File: src/design/assert_macros.svh
// Assertion macros for the RTL.
`ifndef ASSERT_MACROS_SVH
`define ASSERT_MACROS_SVH

`ifndef SYNTHESIS
`define ASSERT_CLK(lbl, clk, rst_n, prop) \
	lbl: assert property (@(posedge clk) disable iff (!rst_n) prop) \
		else $error("assertion failed");
`define ASSERT_NEVER(lbl, clk, rst_n, expr) \
	lbl: assert property (@(posedge clk) disable iff (!rst_n) !(expr)) \
		else $error("forbidden condition seen");
`else
`define ASSERT_CLK(lbl, clk, rst_n, prop)
`define ASSERT_NEVER(lbl, clk, rst_n, expr)
`endif

`endif

File: src/design/jbc_pkg.sv
`timescale 1ns / 1ps
`default_nettype none

package jbc_pkg;

	localparam int CfgIdxW = 3;
	localparam int CfgDataW = 16;

	localparam logic [CfgIdxW-1:0] CfgJoyXOffset = 3'd0;
	localparam logic [CfgIdxW-1:0] CfgJoyYOffset = 3'd1;
	localparam logic [CfgIdxW-1:0] CfgAccelOffset = 3'd2;
	localparam logic [CfgIdxW-1:0] CfgAccelLimit = 3'd3;
	localparam logic [CfgIdxW-1:0] CfgAccelReverse = 3'd4;
	localparam logic [CfgIdxW-1:0] CfgDebounceMs = 3'd5;
	localparam logic [CfgIdxW-1:0] CfgHoldMs = 3'd6;

	localparam logic [7:0] RstJoyOffset = 8'd127;
	localparam logic [9:0] RstAccelOffset = 10'd512;
	localparam logic [8:0] RstAccelLimit = 9'd200;
	localparam logic [15:0] RstDebounceMs = 16'd50;
	localparam logic [15:0] RstHoldMs = 16'd1000;

	localparam logic signed [11:0] JoyCenter = 12'sd127;
	localparam logic [6:0] JoyDeadband = 7'd15;
	localparam logic [6:0] AccDeadband = 7'd100;
	localparam logic signed [7:0] LockThreshold = 8'sd83;
	localparam logic [7:0] LockMax = 8'd250;

	typedef struct packed {
		logic [15:0] debounce_ms;
		logic [15:0] hold_ms;
	} btn_cfg_t;

	function automatic logic signed [11:0] clamp_sym(logic signed [11:0] v,
			logic signed [11:0] lim);
		logic signed [11:0] lo;
		logic signed [11:0] r;
		lo = -lim;
		priority if (v < lo) begin
			r = lo;
		end else if (v > lim) begin
			r = lim;
		end else begin
			r = v;
		end
		return r;
	endfunction

	function automatic logic signed [11:0] dead_zone(logic signed [11:0] v, logic [6:0] t);
		logic signed [11:0] tv;
		logic signed [11:0] r;
		tv = $signed({5'b0, t});
		priority if (v >= tv) begin
			r = v - tv;
		end else if (v <= -tv) begin
			r = v + tv;
		end else begin
			r = '0;
		end
		return r;
	endfunction

endpackage

`default_nettype wire

File: src/design/jbc_joy_axis.sv
`timescale 1ns / 1ps
`default_nettype none

module jbc_joy_axis import jbc_pkg::*; (
	input  logic              [7:0] raw,
	input  logic              [7:0] offset,
	output logic signed       [7:0] axis
);

	logic signed [11:0] diff;
	logic signed [11:0] ctr;
	logic signed [11:0] ctr_abs;
	logic signed [11:0] lim;
	logic signed [11:0] shaped;

	always_comb begin
		diff = $signed({4'b0, raw}) - $signed({4'b0, offset});
		ctr = JoyCenter - $signed({4'b0, offset});
		ctr_abs = (ctr < 0) ? -ctr : ctr;
		lim = JoyCenter - ctr_abs;
		shaped = dead_zone(clamp_sym(diff, lim), JoyDeadband);
	end

	assign axis = shaped[7:0];

endmodule

`default_nettype wire

File: src/design/jbc_button.sv
`timescale 1ns / 1ps
`default_nettype none

module jbc_button import jbc_pkg::*; (
	input  logic        clk,
	input  logic        arst_n,
	input  logic        step,
	input  logic        pressed,
	input  logic [31:0] now_ms,
	input  btn_cfg_t    cfg,
	output logic [1:0]  state_next
);

	typedef enum logic [1:0] {
		ReadAgain = 2'd0,
		Released  = 2'd1,
		Pressed   = 2'd2,
		Held      = 2'd3
	} btn_state_t;

	btn_state_t  state_q;
	btn_state_t  state_d;
	logic [31:0] last_q;
	logic [31:0] last_d;
	logic [31:0] elapsed;
	logic        debounced;
	logic        hold_done;

	always_comb begin
		elapsed = now_ms - last_q;
		debounced = elapsed > {16'b0, cfg.debounce_ms};
		hold_done = elapsed > {16'b0, cfg.hold_ms};
		state_d = state_q;
		last_d = last_q;
		if (debounced) begin
			unique case (state_q)
				ReadAgain: begin
					if (!pressed) begin
						state_d = Released;
						last_d = now_ms;
					end
				end
				Released: begin
					if (pressed) begin
						state_d = Pressed;
						last_d = now_ms;
					end
				end
				Pressed, Held: begin
					if (!pressed) begin
						state_d = Released;
						last_d = now_ms;
					end else if (hold_done) begin
						state_d = Held;
					end
				end
			endcase
		end
	end

	assign state_next = state_d;

	always_ff @(posedge clk or negedge arst_n) begin
		if (!arst_n) begin
			state_q <= ReadAgain;
			last_q <= '0;
		end else if (step) begin
			state_q <= state_d;
			last_q <= last_d;
		end
	end

endmodule

`default_nettype wire

File: src/design/joystick_and_button_conditioner_unit.sv
`timescale 1ns / 1ps
`default_nettype none
`include "assert_macros.svh"

// Controller sample conditioner. Each accepted item is one controller sample
// and yields exactly one result item: centered, clamped and deadbanded joystick
// and accelerometer axes, per-axis lock counts and debounced C/Z button states.
// An item passes an input register and a result register; its result is
// offered once the result register has room. One item can be accepted every
// cycle unless the output stalls: all work for an item is one pass of add,
// compare and clamp logic. The input register keeps taking items while a
// result waits, until it too is full. Configuration writes are always ready
// and take effect at once; write them only while no item is in flight.
module joystick_and_button_conditioner_unit import jbc_pkg::*; (
	input  logic                clk,
	input  logic                arst_n,

	input  logic                in_valid,
	output logic                in_stall,
	input  logic          [7:0] raw_joy_x,
	input  logic          [7:0] raw_joy_y,
	input  logic          [9:0] raw_accel_x,
	input  logic                c_pressed,
	input  logic                z_pressed,
	input  logic         [31:0] now_ms,

	output logic                out_valid,
	input  logic                out_stall,
	output logic signed   [7:0] joy_x_out,
	output logic signed   [7:0] joy_y_out,
	output logic signed   [9:0] accel_out,
	output logic          [7:0] x_lock_out,
	output logic          [7:0] y_lock_out,
	output logic          [1:0] c_state_out,
	output logic          [1:0] z_state_out,

	input  logic                cfg_valid,
	output logic                cfg_ready,
	input  logic  [CfgIdxW-1:0] cfg_index,
	input  logic [CfgDataW-1:0] cfg_data
);

	logic [7:0]  joy_x_offset_q;
	logic [7:0]  joy_y_offset_q;
	logic [9:0]  accel_offset_q;
	logic [8:0]  accel_limit_q;
	logic        accel_reverse_q;
	btn_cfg_t    btn_cfg_q;

	logic        valid_s1;
	logic [7:0]  raw_joy_x_s1;
	logic [7:0]  raw_joy_y_s1;
	logic [9:0]  raw_accel_x_s1;
	logic        c_pressed_s1;
	logic        z_pressed_s1;
	logic [31:0] now_ms_s1;

	logic        out_valid_q;
	logic signed [7:0] joy_x_q;
	logic signed [7:0] joy_y_q;
	logic signed [9:0] accel_q;
	logic [7:0]  x_lock_q;
	logic [7:0]  y_lock_q;
	logic [1:0]  c_state_q;
	logic [1:0]  z_state_q;

	logic        advance;
	logic        take_in;
	logic signed [7:0] joy_x_d;
	logic signed [7:0] joy_y_d;
	logic signed [11:0] acc_diff;
	logic signed [11:0] acc_clamped;
	logic signed [11:0] acc_dir;
	logic signed [11:0] acc_shaped;
	logic [7:0]  x_lock_d;
	logic [7:0]  y_lock_d;
	logic [1:0]  c_state_d;
	logic [1:0]  z_state_d;

	assign cfg_ready = 1'b1;

	always_ff @(posedge clk or negedge arst_n) begin
		if (!arst_n) begin
			joy_x_offset_q <= RstJoyOffset;
			joy_y_offset_q <= RstJoyOffset;
			accel_offset_q <= RstAccelOffset;
			accel_limit_q <= RstAccelLimit;
			accel_reverse_q <= 1'b0;
			btn_cfg_q.debounce_ms <= RstDebounceMs;
			btn_cfg_q.hold_ms <= RstHoldMs;
		end else if (cfg_valid && cfg_ready) begin
			unique case (cfg_index)
				CfgJoyXOffset:   joy_x_offset_q <= cfg_data[7:0];
				CfgJoyYOffset:   joy_y_offset_q <= cfg_data[7:0];
				CfgAccelOffset:  accel_offset_q <= cfg_data[9:0];
				CfgAccelLimit:   accel_limit_q <= cfg_data[8:0];
				CfgAccelReverse: accel_reverse_q <= cfg_data[0];
				CfgDebounceMs:   btn_cfg_q.debounce_ms <= cfg_data[15:0];
				CfgHoldMs:       btn_cfg_q.hold_ms <= cfg_data[15:0];
				default: begin
				end
			endcase
		end
	end

	// advance the input register into the result register when it has room
	assign advance = valid_s1 && (!out_valid_q || !out_stall);
	assign in_stall = valid_s1 && !advance;
	assign take_in = in_valid && !in_stall;

	always_ff @(posedge clk or negedge arst_n) begin
		if (!arst_n) begin
			valid_s1 <= 1'b0;
		end else if (take_in) begin
			valid_s1 <= 1'b1;
		end else if (advance) begin
			valid_s1 <= 1'b0;
		end
	end

	always_ff @(posedge clk) begin
		if (take_in) begin
			raw_joy_x_s1 <= raw_joy_x;
			raw_joy_y_s1 <= raw_joy_y;
			raw_accel_x_s1 <= raw_accel_x;
			c_pressed_s1 <= c_pressed;
			z_pressed_s1 <= z_pressed;
			now_ms_s1 <= now_ms;
		end
	end

	jbc_joy_axis u_joy_x (
		.raw    (raw_joy_x_s1),
		.offset (joy_x_offset_q),
		.axis   (joy_x_d)
	);

	jbc_joy_axis u_joy_y (
		.raw    (raw_joy_y_s1),
		.offset (joy_y_offset_q),
		.axis   (joy_y_d)
	);

	always_comb begin
		acc_diff = $signed({2'b0, raw_accel_x_s1}) - $signed({2'b0, accel_offset_q});
		acc_clamped = clamp_sym(acc_diff, $signed({3'b0, accel_limit_q}));
		acc_dir = accel_reverse_q ? -acc_clamped : acc_clamped;
		acc_shaped = dead_zone(acc_dir, AccDeadband);
	end

	always_comb begin
		if (joy_x_d > LockThreshold || joy_x_d < -LockThreshold) begin
			x_lock_d = (x_lock_q >= LockMax) ? LockMax : x_lock_q + 8'd1;
		end else begin
			x_lock_d = '0;
		end
		if (joy_y_d > LockThreshold || joy_y_d < -LockThreshold) begin
			y_lock_d = (y_lock_q >= LockMax) ? LockMax : y_lock_q + 8'd1;
		end else begin
			y_lock_d = '0;
		end
	end

	jbc_button u_btn_c (
		.clk        (clk),
		.arst_n     (arst_n),
		.step       (advance),
		.pressed    (c_pressed_s1),
		.now_ms     (now_ms_s1),
		.cfg        (btn_cfg_q),
		.state_next (c_state_d)
	);

	jbc_button u_btn_z (
		.clk        (clk),
		.arst_n     (arst_n),
		.step       (advance),
		.pressed    (z_pressed_s1),
		.now_ms     (now_ms_s1),
		.cfg        (btn_cfg_q),
		.state_next (z_state_d)
	);

	always_ff @(posedge clk or negedge arst_n) begin
		if (!arst_n) begin
			out_valid_q <= 1'b0;
			x_lock_q <= '0;
			y_lock_q <= '0;
		end else begin
			if (advance) begin
				out_valid_q <= 1'b1;
				x_lock_q <= x_lock_d;
				y_lock_q <= y_lock_d;
			end else if (!out_stall) begin
				out_valid_q <= 1'b0;
			end
		end
	end

	always_ff @(posedge clk) begin
		if (advance) begin
			joy_x_q <= joy_x_d;
			joy_y_q <= joy_y_d;
			accel_q <= acc_shaped[9:0];
			c_state_q <= c_state_d;
			z_state_q <= z_state_d;
		end
	end

	assign out_valid = out_valid_q;
	assign joy_x_out = joy_x_q;
	assign joy_y_out = joy_y_q;
	assign accel_out = accel_q;
	assign x_lock_out = x_lock_q;
	assign y_lock_out = y_lock_q;
	assign c_state_out = c_state_q;
	assign z_state_out = z_state_q;

	`ASSERT_NEVER(a_lock_max, clk, arst_n, x_lock_q > LockMax || y_lock_q > LockMax)
	`ASSERT_NEVER(a_no_overrun, clk, arst_n, take_in && valid_s1 && out_valid_q && out_stall)
	`ASSERT_CLK(a_out_src, clk, arst_n, $rose(out_valid_q) |-> $past(valid_s1))
	`ASSERT_CLK(a_joy_range, clk, arst_n, out_valid_q |-> (joy_x_q >= -8'sd112 && joy_x_q <= 8'sd112))

endmodule

`default_nettype wire

File: config.mk
export PLATFORM = sky130hd
export DESIGN_NAME = joystick_and_button_conditioner_unit
export DESIGN_NICKNAME = d
export VERILOG_FILES = /design/src/design/jbc_pkg.sv /design/src/design/jbc_joy_axis.sv /design/src/design/jbc_button.sv /design/src/design/joystick_and_button_conditioner_unit.sv
export VERILOG_INCLUDE_DIRS = /design/src /design/src/design
export SDC_FILE = /design/constraint.sdc
export NUM_CORES = 1
export LEC_CHECK = 0
export BUFFER_PORTS_ARGS = -buffer_cell sky130_fd_sc_hd__buf_2
export CAP_MARGIN = 40
export CORE_UTILIZATION = 50
export CTS_BUF_LIST = sky130_fd_sc_hd__clkbuf_4 sky130_fd_sc_hd__clkbuf_8
export CTS_CLUSTER_DIAMETER = 40
export CTS_CLUSTER_SIZE = 16
export DETAILED_ROUTE_END_ITERATION = 6
export PLACE_DENSITY_LB_ADDON = 0.1
export SLEW_MARGIN = 15
export SYNTH_ARGS = -nofsm -noshare
export SYNTH_HDL_FRONTEND = slang
export SYNTH_SLANG_ARGS = --single-unit
File: constraint.sdc
create_clock -name clk -period 8.2 [get_ports clk]
set_input_delay 1.23 -clock clk [delete_from_list [all_inputs] [get_ports clk]]
set_output_delay 1.23 -clock clk [all_outputs]
set_load 0.03 [all_outputs]
Yosys cells after proc, flatten, opt, wreduce, memory -nomap -nowiden
Cells that the tools add are included.

Shift operators: 0. Multiply operators: 0. Equal/unequal tests: 17. Reduce and logical (&&, ||, !) cells: 27. $add $sub $neg: 23. Div/mod/pow operators: 0. Multiplexer cells: 41. Bitwise operators: 0. $lt $le $gt $ge: 24.

Operators by type and width (count): $gt A32 B16 Y1 (4); $mux W32 (4); $pmux W32 S2 (2); $mux W12 (9); $mux W8 (8); $sub A32 B32 Y32 (2); $neg A12 Y12 (3); $neg A9 Y12 (3); $ge A12 B5 Y1 const B (2); $gt A12 B12 Y1 (2); $le A12 B5 Y1 const B (2); $lt A12 B12 Y1 (2); $sub A8 B12 Y12 const A (2); $mux W10 (2); $mux W2 (10); $lt A9 B1 Y1 const B (2); $sub A7 B8 Y9 const A (2); $sub A8 B8 Y9 (2); $add A8 B1 Y8 const B (2); $add A8 B5 Y8 const B (2); $ge A8 B8 Y1 const B (2); $gt A8 B8 Y1 const B (2); $lt A8 B8 Y1 const B (2); $sub A8 B5 Y8 const B (2); 26 further kinds (57).

Bits of input ports: 84. Memories kept: 0. Output and inout port bits: 49. Flip-flop bits (word level): 244. Bits in writable memories: 0. Memory bits (read-only): 0. Latch bits: 0. Logic and storage cells: 158.

Longest topological paths before layout
Gate-level depths: netlist of run 1.

Word-level depth: 13. Mapped depth: 30. Mapped depth without buffers: 28.

Modules after synthesis
From an unflattened synthesis of run 1, not the netlist that was laid out.

Cells, all modules: 2255. Area total of the unflattened synthesis: 21340.5 um2.

By module, submodules not included: jbc_button (times used 2, cells each 527, seq. area each 850.8 um2, area an instance 4465.5 um2); joystick_and_button_conditioner_unit (times used 1, cells each 682, seq. area each 4888.4 um2, area an instance 8524.4 um2); jbc_joy_axis (u_joy_y) (times used 1, cells each 262, seq. area each 0.0 um2, area an instance 1996.9 um2); jbc_joy_axis (u_joy_x) (times used 1, cells each 257, seq. area each 0.0 um2, area an instance 1888.1 um2).

Least setup slack after synthesis of run 1
OpenSTA, ideal clock, no wires.

Kind: reg2reg. Start point: register joy_x_offset_q[2]. End point: register x_lock_q[3], in the netlist x_lock_out[3]. Setup slack: 1.809 ns. Arrival time: 6.272 ns. Cell stages (with the launch flop): 27. Period minus slack after synthesis: 6.391 ns. Path buffers: 2. Required time: 8.081 ns. Path through: dfstp_2 -> buf_2 -> nand3_1 -> nor4_1 -> inv_1 -> ha_1 -> or4_1 -> and2_1 -> ha_1 -> a21oi_1 -> o211ai_1 -> nor2_1 -> a211oi_1 -> clkbuf_1 -> nor2_1 -> nor2_1 -> ha_1 -> nor2_1 -> a21oi_1 -> nor2_1 -> a41o_1 -> nor4_1 -> or2_1 -> a211oi_1 -> a22oi_1 -> o21ai_0 -> o21a_1.

Word-level cells in the longest chain between the ends: 13.

RTL lines: start, declared (RTL line joystick_and_button_conditioner_unit.sv:43) `logic [7:0] joy_x_offset_q;`; start signal, assigned (RTL line joystick_and_button_conditioner_unit.sv:84) `joy_x_offset_q <= RstJoyOffset;`; start signal, assigned (RTL line joystick_and_button_conditioner_unit.sv:93) `CfgJoyXOffset: joy_x_offset_q <= cfg_data[7:0];`; $sub A7 B8 Y9 (RTL line jbc_joy_axis.sv:18) `ctr = JoyCenter - $signed({4'b0, offset});`; $neg A9 Y12 or $lt A9 B1 Y1 (tied branches) (RTL line jbc_joy_axis.sv:19) `ctr_abs = (ctr < 0) ? -ctr : ctr;`; $mux W12 (RTL line jbc_joy_axis.sv:19); $sub A8 B12 Y12 (RTL line jbc_joy_axis.sv:20) `lim = JoyCenter - ctr_abs;`; $neg A12 Y12 or $gt A12 B12 Y1 (tied branches) (RTL line jbc_pkg.sv:38, jbc_pkg.sv:41); $lt A12 B12 Y1 or $mux W12 (tied branches) (RTL line jbc_pkg.sv:39, jbc_pkg.sv:41); $mux W12 (*) (RTL line jbc_pkg.sv:39) `priority if (v < lo) begin`; $le A12 B5 Y1 or $add A8 B5 Y8 (tied branches) (RTL line jbc_pkg.sv:55, jbc_pkg.sv:56); $mux W8 (RTL line jbc_pkg.sv:55) `end else if (v <= -tv) begin`; $mux W8 (*) (RTL line jbc_pkg.sv:53) `priority if (v >= tv) begin`; named net joy_x_d[4] (RTL line joystick_and_button_conditioner_unit.sv:69) `logic signed [7:0] joy_x_d;`; $gt A8 B8 Y1 or $lt A8 B8 Y1 (tied branches) (RTL line joystick_and_button_conditioner_unit.sv:152) `if (joy_x_d > LockThreshold || joy_x_d < -LockThreshold) begin`; $logic_or A1 B1 Y1 (*) (RTL line joystick_and_button_conditioner_unit.sv:152); $mux W8 (*) (RTL line joystick_and_button_conditioner_unit.sv:152); end signal, assigned (RTL line joystick_and_button_conditioner_unit.sv:192) `x_lock_q <= x_lock_d;`; end, declared (RTL line joystick_and_button_conditioner_unit.sv:62) `logic [7:0] x_lock_q;`.

Mark *: on every way through the listed nets, which the timed path passes. The rest lies on a longest branch. A chain may end at the register's enable or synchronous reset.

Worst setup path after layout of run 1
Start point: register joy_x_offset_q[0]. End point: register x_lock_q[2], in the netlist x_lock_out[2].

Same word-level chain as after synthesis.

==> results.ini, run 1 <==
[timing]
finalCriticalPeriod_ps=7435
final_max_slew_viol_count=0
slew_headroom_pct=39.60
fmax_mhz=134.5
report.final.hold_viol_count=0
grt_setup_unrepaired=false
clock_skew_ps=53.07
setup_violations=0
worst_pin_slew_ps=883.2
period_share_pct=90.67
setup_tns_ps=0

[logic_synthesis]
synthXorXnorAreaFrac_pct=4.501
synth_compound_area_share_pct=20.78
ys_top_cells_by_count=ha_1, inv_1, nor2_1
ys_types=100
synth_top_family_by_area=compound AO/OA/AOI/OAI gates
async_reset_ff_share_pct=63.11
synthesis.area_um2=20600
ys_warn_count=0
muxShareOfSynthArea_pct=6.719
syn_inst=2225
avgSynthCellArea_um2=9.257
synth_top_area_share_pct=15.43
yosys_most_used_dff=dfrtp_1
yosys-top-cells-area=dfrtp_1, ha_1, edfxtp_1, mux2_2, inv_1
ys_seq_elements=244
yosysTopAreaCell=dfrtp_1
synth-edff-count=90
synth-simple-area-share_pct=15.94
synthAdderAreaFrac_pct=15.13
synth.most_common_cell=ha_1
yosysSeqAreaShare_pct=31.99

[floorplan]
core-area_um2=40190
dieArea_um2=42010
ios=133
initial_core_util_pct=51.25
die_h_um=205.0
die_w_um=205.0
row_count=73

[routing]
drt_iter0_drc=1014
drc=0
vias=17448
drt_wl_total_um=53980
post_drt_wl_per_cell_um=18.41
first_pass_iters=6
ant_nets=0
routed_via_density=5.951

[final_layout]
layout-area-overhead-vs-synth_pct=11.61
drive_gt1_share_pct=17.41
postLayoutCellArea_um2=22990
final_nets=2699

[clock_tree]
cts_made_buffers=47
cts_root_buf=clkbuf_8
cts_hold_buf=0
cts_resized=0
cts_buffer_depth=3
h-tree-depth=2
clk_pin_slew_ps=90
clkSinkCount=244
postCtsSetupBuffers=0
cts_tree=done
clock_latency_ps=640

[critical_path]
crit_fanout=12
ff2ff_path_depth=27
criticalPathCategory=flop to flop
crit_path_end_kind=flop
worstPathRequired_ps=8680
cp-start-kind=flop
cp.arrival_ps=7910

[power]
ir_drop_mv=0.1722
p_per_area_nw_per_um2=430.2
p_leak_nw=10.28

[global_routing]
antenna_found_initial=1
grt_use_total_pct=25.64
grt-ovfl-total=0
grt_pass1_wl_um=86270
grt_max_degree=61
grt_pass1_vias=16603

[placement]
dp_hpwl_um=42080
dpl_cell_area_um2=21870
gp_congestion=0.9034
port-buffer-count=131

[min_path]
hold_path.class=flop to flop
hold_depth=1

[run]
max_cap_violations=0

[status]
outcome=finished, final reports clean

state kept, by name, indices dropped and copies added, names as in the netlist, 9 cells and up:
register        cells
btn_cfg_q          32
accel_limit_q       9
accel_offset_q     10
accel_out          10
now_ms_s1          32
raw_accel_x_s1     10
u_btn_z.last_q     32
u_btn_c.last_q     32
worst max-delay path, cell delays in order (launching register included):
cell      delay, ps
dfstp_2         600
ha_1            170
inv_1            50
fa_1            390
a21o_1          210
nand4_1         120
nand3b_1        170
a311o_1         430
inv_1           240
ha_1            320
nor3b_1         150
a22o_1          190
or3_1           390
nor2_1          580
a211oi_1        220
nor2_1          380
ha_1            330
nor2_1           80
a21oi_1         190
nor2_1          100
a41o_1          280
nor4_1          450
or2_1           190
a211oi_1         70
a22oi_1         370
buf_4           260
o31ai_1          90
a22o_1          200
routing by layer:
metal	track usage [%]	wire [µm]
met5	0	0
met4	6.534	1214
met3	3.388	2356
met2	41.47	24440
met1	35.97	25970
stage by stage:
stage / power (mW) / worst slack, ps / utilization [%] / hold WS, ps / cells
after CTS: 9.873 / 629.0 / 57.18 / 491.5 / 2931
after floorplan: 6.829 / 1809 / - / 458.1 / 2229
after global routing: 10.75 / 91.92 / 57.20 / 506.3 / 2932
after global placement: 8.259 / 932.5 / 54.24 / 467.3 / 2838
after detailed placement: 8.401 / 700.5 / 54.43 / 475.8 / 2845
final: 9.891 / 764.9 / 57.20 / 488.5 / 2932
layout by cell type (no fill, tap or decap), types with 19 or more instances in the layout:
master and n:
dfstp_2 27, a21o_1 62, nor2_1 135, nand2b_1 32, mux2_2 106, o21ai_0 114, and3_1 25, dfrtp_1 127
edfxtp_1 90, ha_1 241, o211ai_1 25, buf_2 132, nand3_1 54, o21a_1 34, nor3_1 55, a211oi_1 20
o31ai_1 20, nand4_1 38, a21oi_1 114, xnor2_1 71, nand2_1 124, a31oi_1 37, xor2_1 33, inv_1 204
nor2b_1 42, nor4_1 19, clkbuf_8 52
worst paths after layout:
kind	from	end	slack, ps
setup / recovery	joy_x_offset_q[0]	x_lock_out[2]	760
hold / removal	u_btn_c.last_q[30]	u_btn_c.last_q[30]	490
setup reg to reg	joy_x_offset_q[0]	x_lock_out[2]	760
hold reg to reg	u_btn_c.last_q[30]	u_btn_c.last_q[30]	490
max in group asynchronous	arst_n	btn_cfg_q[22]	5900
min in group asynchronous	arst_n	u_btn_z.last_q[24]	540
logic make-up (layout without fill, tap and decap cells):
| family | count (synthesis) | after routing |
|---|---|---|
| other | 1 | 6 |
| adders and majority gates | 246 | 246 |
| and+or+nand+nor | 630 | 630 |
| muxes | 124 | 124 |
| DFF | 244 | 244 |
| AOI/OAI and AO/OA | 610 | 610 |
| buffers and inverters | 265 | 442 |
| xor gates and xnor gates | 105 | 105 |
power breakdown:
part	total, mW	leakage (nW)	internal [mW]	switching (mW)
sequential	1.90	2.68	1.70	0.207
clock	1.41	0.564	0.745	0.669
combinational	6.57	7.04	2.63	3.95
total	9.89	10.3	5.07	4.82
layout make-up:
cell class,instances,area [µm²]
well taps,525,656.9
inverters,206,773.2
flip-flops and latches,244,6590
multi-input cells,1720,13030
clock buffers,54,730.7
repair buffers,150,827.0
diodes,1,2.502
clock inverters,32,376.6
fillers,3632,17200
Power figures use the tool's default switching activity.
==> inputs of run 2 (changes only) <==
--- a/config.mk
+++ b/config.mk
@@ -8,7 +8,7 @@
 export LEC_CHECK = 0
 export BUFFER_PORTS_ARGS = -buffer_cell sky130_fd_sc_hd__buf_2
 export CAP_MARGIN = 40
-export CORE_UTILIZATION = 50
+export CORE_UTILIZATION = 64
 export CTS_BUF_LIST = sky130_fd_sc_hd__clkbuf_4 sky130_fd_sc_hd__clkbuf_8
 export CTS_CLUSTER_DIAMETER = 40
 export CTS_CLUSTER_SIZE = 16
==> results.ini, run 2 (synthesized netlist as in run 1, its figures left out) <==
[global_routing]
grt_busiest_layer=met2
grt_pass1_vias=17054
grt_use_total_pct=31.71
grtUsageMet3_pct=4.112
grt_use_met1_pct=43.12
grtUsageMet2_pct=52.23
grt-ovfl-total=0
grt_max_degree=85
antenna_found_initial=5
grt_pass1_wl_um=84930

[timing]
period_share_pct=90.58
fmax_mhz=134.6
slew_headroom_pct=43.17
setup_violations=0
setup_tns_ps=0
report.final.hold_viol_count=0
finalCriticalPeriod_ps=7428
grt_setup_unrepaired=false
final_max_slew_viol_count=0
clock_skew_ps=39.97
worst_pin_slew_ps=852.4

[floorplan]
core-area_um2=31640
ios=133
row_count=65
die_h_um=181.4
die_w_um=181.4
initial_core_util_pct=65.11
dieArea_um2=32900

[final_layout]
final_cell_mix=ha_1, inv_1, nor2_1, buf_2, dfrtp_1
fin_cells=2795
final_nets=2690
fill_cells=2411
drive_gt1_share_pct=16.58
layout-area-overhead-vs-synth_pct=9.635
finalCoreUtilization_pct=71.38
final_common_cell=ha_1

[routing]
drc=0
vias=17696
ant_nets=0
first_pass_iters=5
drt_wl_total_um=52340
routed_via_density=6.331
drt_iter0_drc=1212
post_drt_wl_per_cell_um=18.72

[clock_tree]
clock_latency_ps=590
cts_tree=done
cts_buffer_depth=3
cts_root_buf=clkbuf_8
cts_hold_buf=0
cts_made_buffers=36
clk_pin_slew_ps=80
clkSinkCount=244
h-tree-depth=2
postCtsSetupBuffers=0
cts_resized=0

[critical_path]
cp.arrival_ps=7910
critical_path.max_stage_delay_ps=670
cpMaxStageDelayCell=nor4_1
crit_fanout=21
path_depth=25
worst-path-buf-inv=2
cpLargestDelayFamily=simple AND/OR/NAND/NOR gates
criticalPathCategory=flop to flop
cp-start-kind=flop
worstPathRequired_ps=8680
ff2ff_path_depth=25
crit_path_end_kind=flop

[status]
outcome=finished, final reports clean

[power]
ir_drop_mv=0.2405
p_per_area_nw_per_um2=426.0
p_leak_nw=10.15

[min_path]
hold_depth=1
hold_path.class=flop to flop

[placement]
port-buffer-count=131
gp_congestion=0.9706
place_inst=2720
dp_hpwl_um=40480

[run]
max_cap_violations=0

run 2: cell types whose count changed in the layout (fill, tap and decap cells not counted), sizes merged:
cell / before / now
clkinv: 12 / 9
buf: 150 / 151
clkinvlp: 2 / 4
dlymetal6s2s: 0 / 1
inv: 221 / 217
clkbuf: 54 / 41
diode: 1 / 5
bufinv: 3 / 1
run 2: power by group:
| part | internal, mW | switching [mW] |
|---|---|---|
| Sequential | 1.69 | 0.212 |
| Clock | 0.523 | 0.569 |
| Combinational | 2.64 | 3.98 |
| Total | 4.86 | 4.76 |
run 2: per-stage QoR:
stage | cell area (µm²) | setup WS, ps | hold WS, ps | total power, mW
after floorplan | 20610 | 1809 | 458.1 | 6.829
after global placement | 21630 | 1220 | 469.6 | 8.145
after detailed placement | 21690 | 903.4 | 475.1 | 8.368
after CTS | 22490 | 948.6 | 503.3 | 9.501
after global routing | 22580 | 277.9 | 518.7 | 10.41
final | 22580 | 772.2 | 502.9 | 9.619
run 2: area by class of cell:
class	count	area, µm²	area share (%)
diodes	5	12.51	0.05541
clock buffers	41	551.8	2.443
clock inverters	25	249.0	1.103
inverters	206	773.2	3.424
multi-input cells	1720	13020	57.64
flip-flops and latches	244	6590	29.18
well taps	402	503.0	2.227
repair buffers	152	887.1	3.928
run 2: worst register-to-register path, cell delays in order, from the launching register on:
cell	delay, ps
dfstp_2	620
nand3_1	180
nor4_1	670
inv_1	330
ha_1	390
or4_1	570
and2_1	210
ha_1	300
a21oi_1	160
o211ai_1	120
a31oi_1	260
a211o_1	540
a211oi_1	140
nor2_1	400
ha_1	330
nor2_1	80
a21oi_1	200
nor2_1	100
a41o_1	280
nor4_1	450
or2_1	200
a211oi_1	80
a22oi_1	210
buf_4	240
o31ai_1	100
a22o_1	200
run 2: worst paths after layout:
check / startpoint / to / slack [ps]
max reg2reg: joy_x_offset_q[2] / x_lock_out[2] / 770
max in group asynchronous: arst_n / joy_x_offset_q[2] / 6470
min: u_btn_c.last_q[27] / u_btn_c.last_q[27] / 500
min in group asynchronous: arst_n / accel_limit_q[1] / 650
max: joy_x_offset_q[2] / x_lock_out[2] / 770
min reg2reg: u_btn_c.last_q[27] / u_btn_c.last_q[27] / 500
run 2: per-layer routing:
layer  share of wire [%]  wire length [µm]
met1                  46             23920
met4                 2.7              1436
met3                 5.1              2679
met2                  46             24300
met5                   0                 0
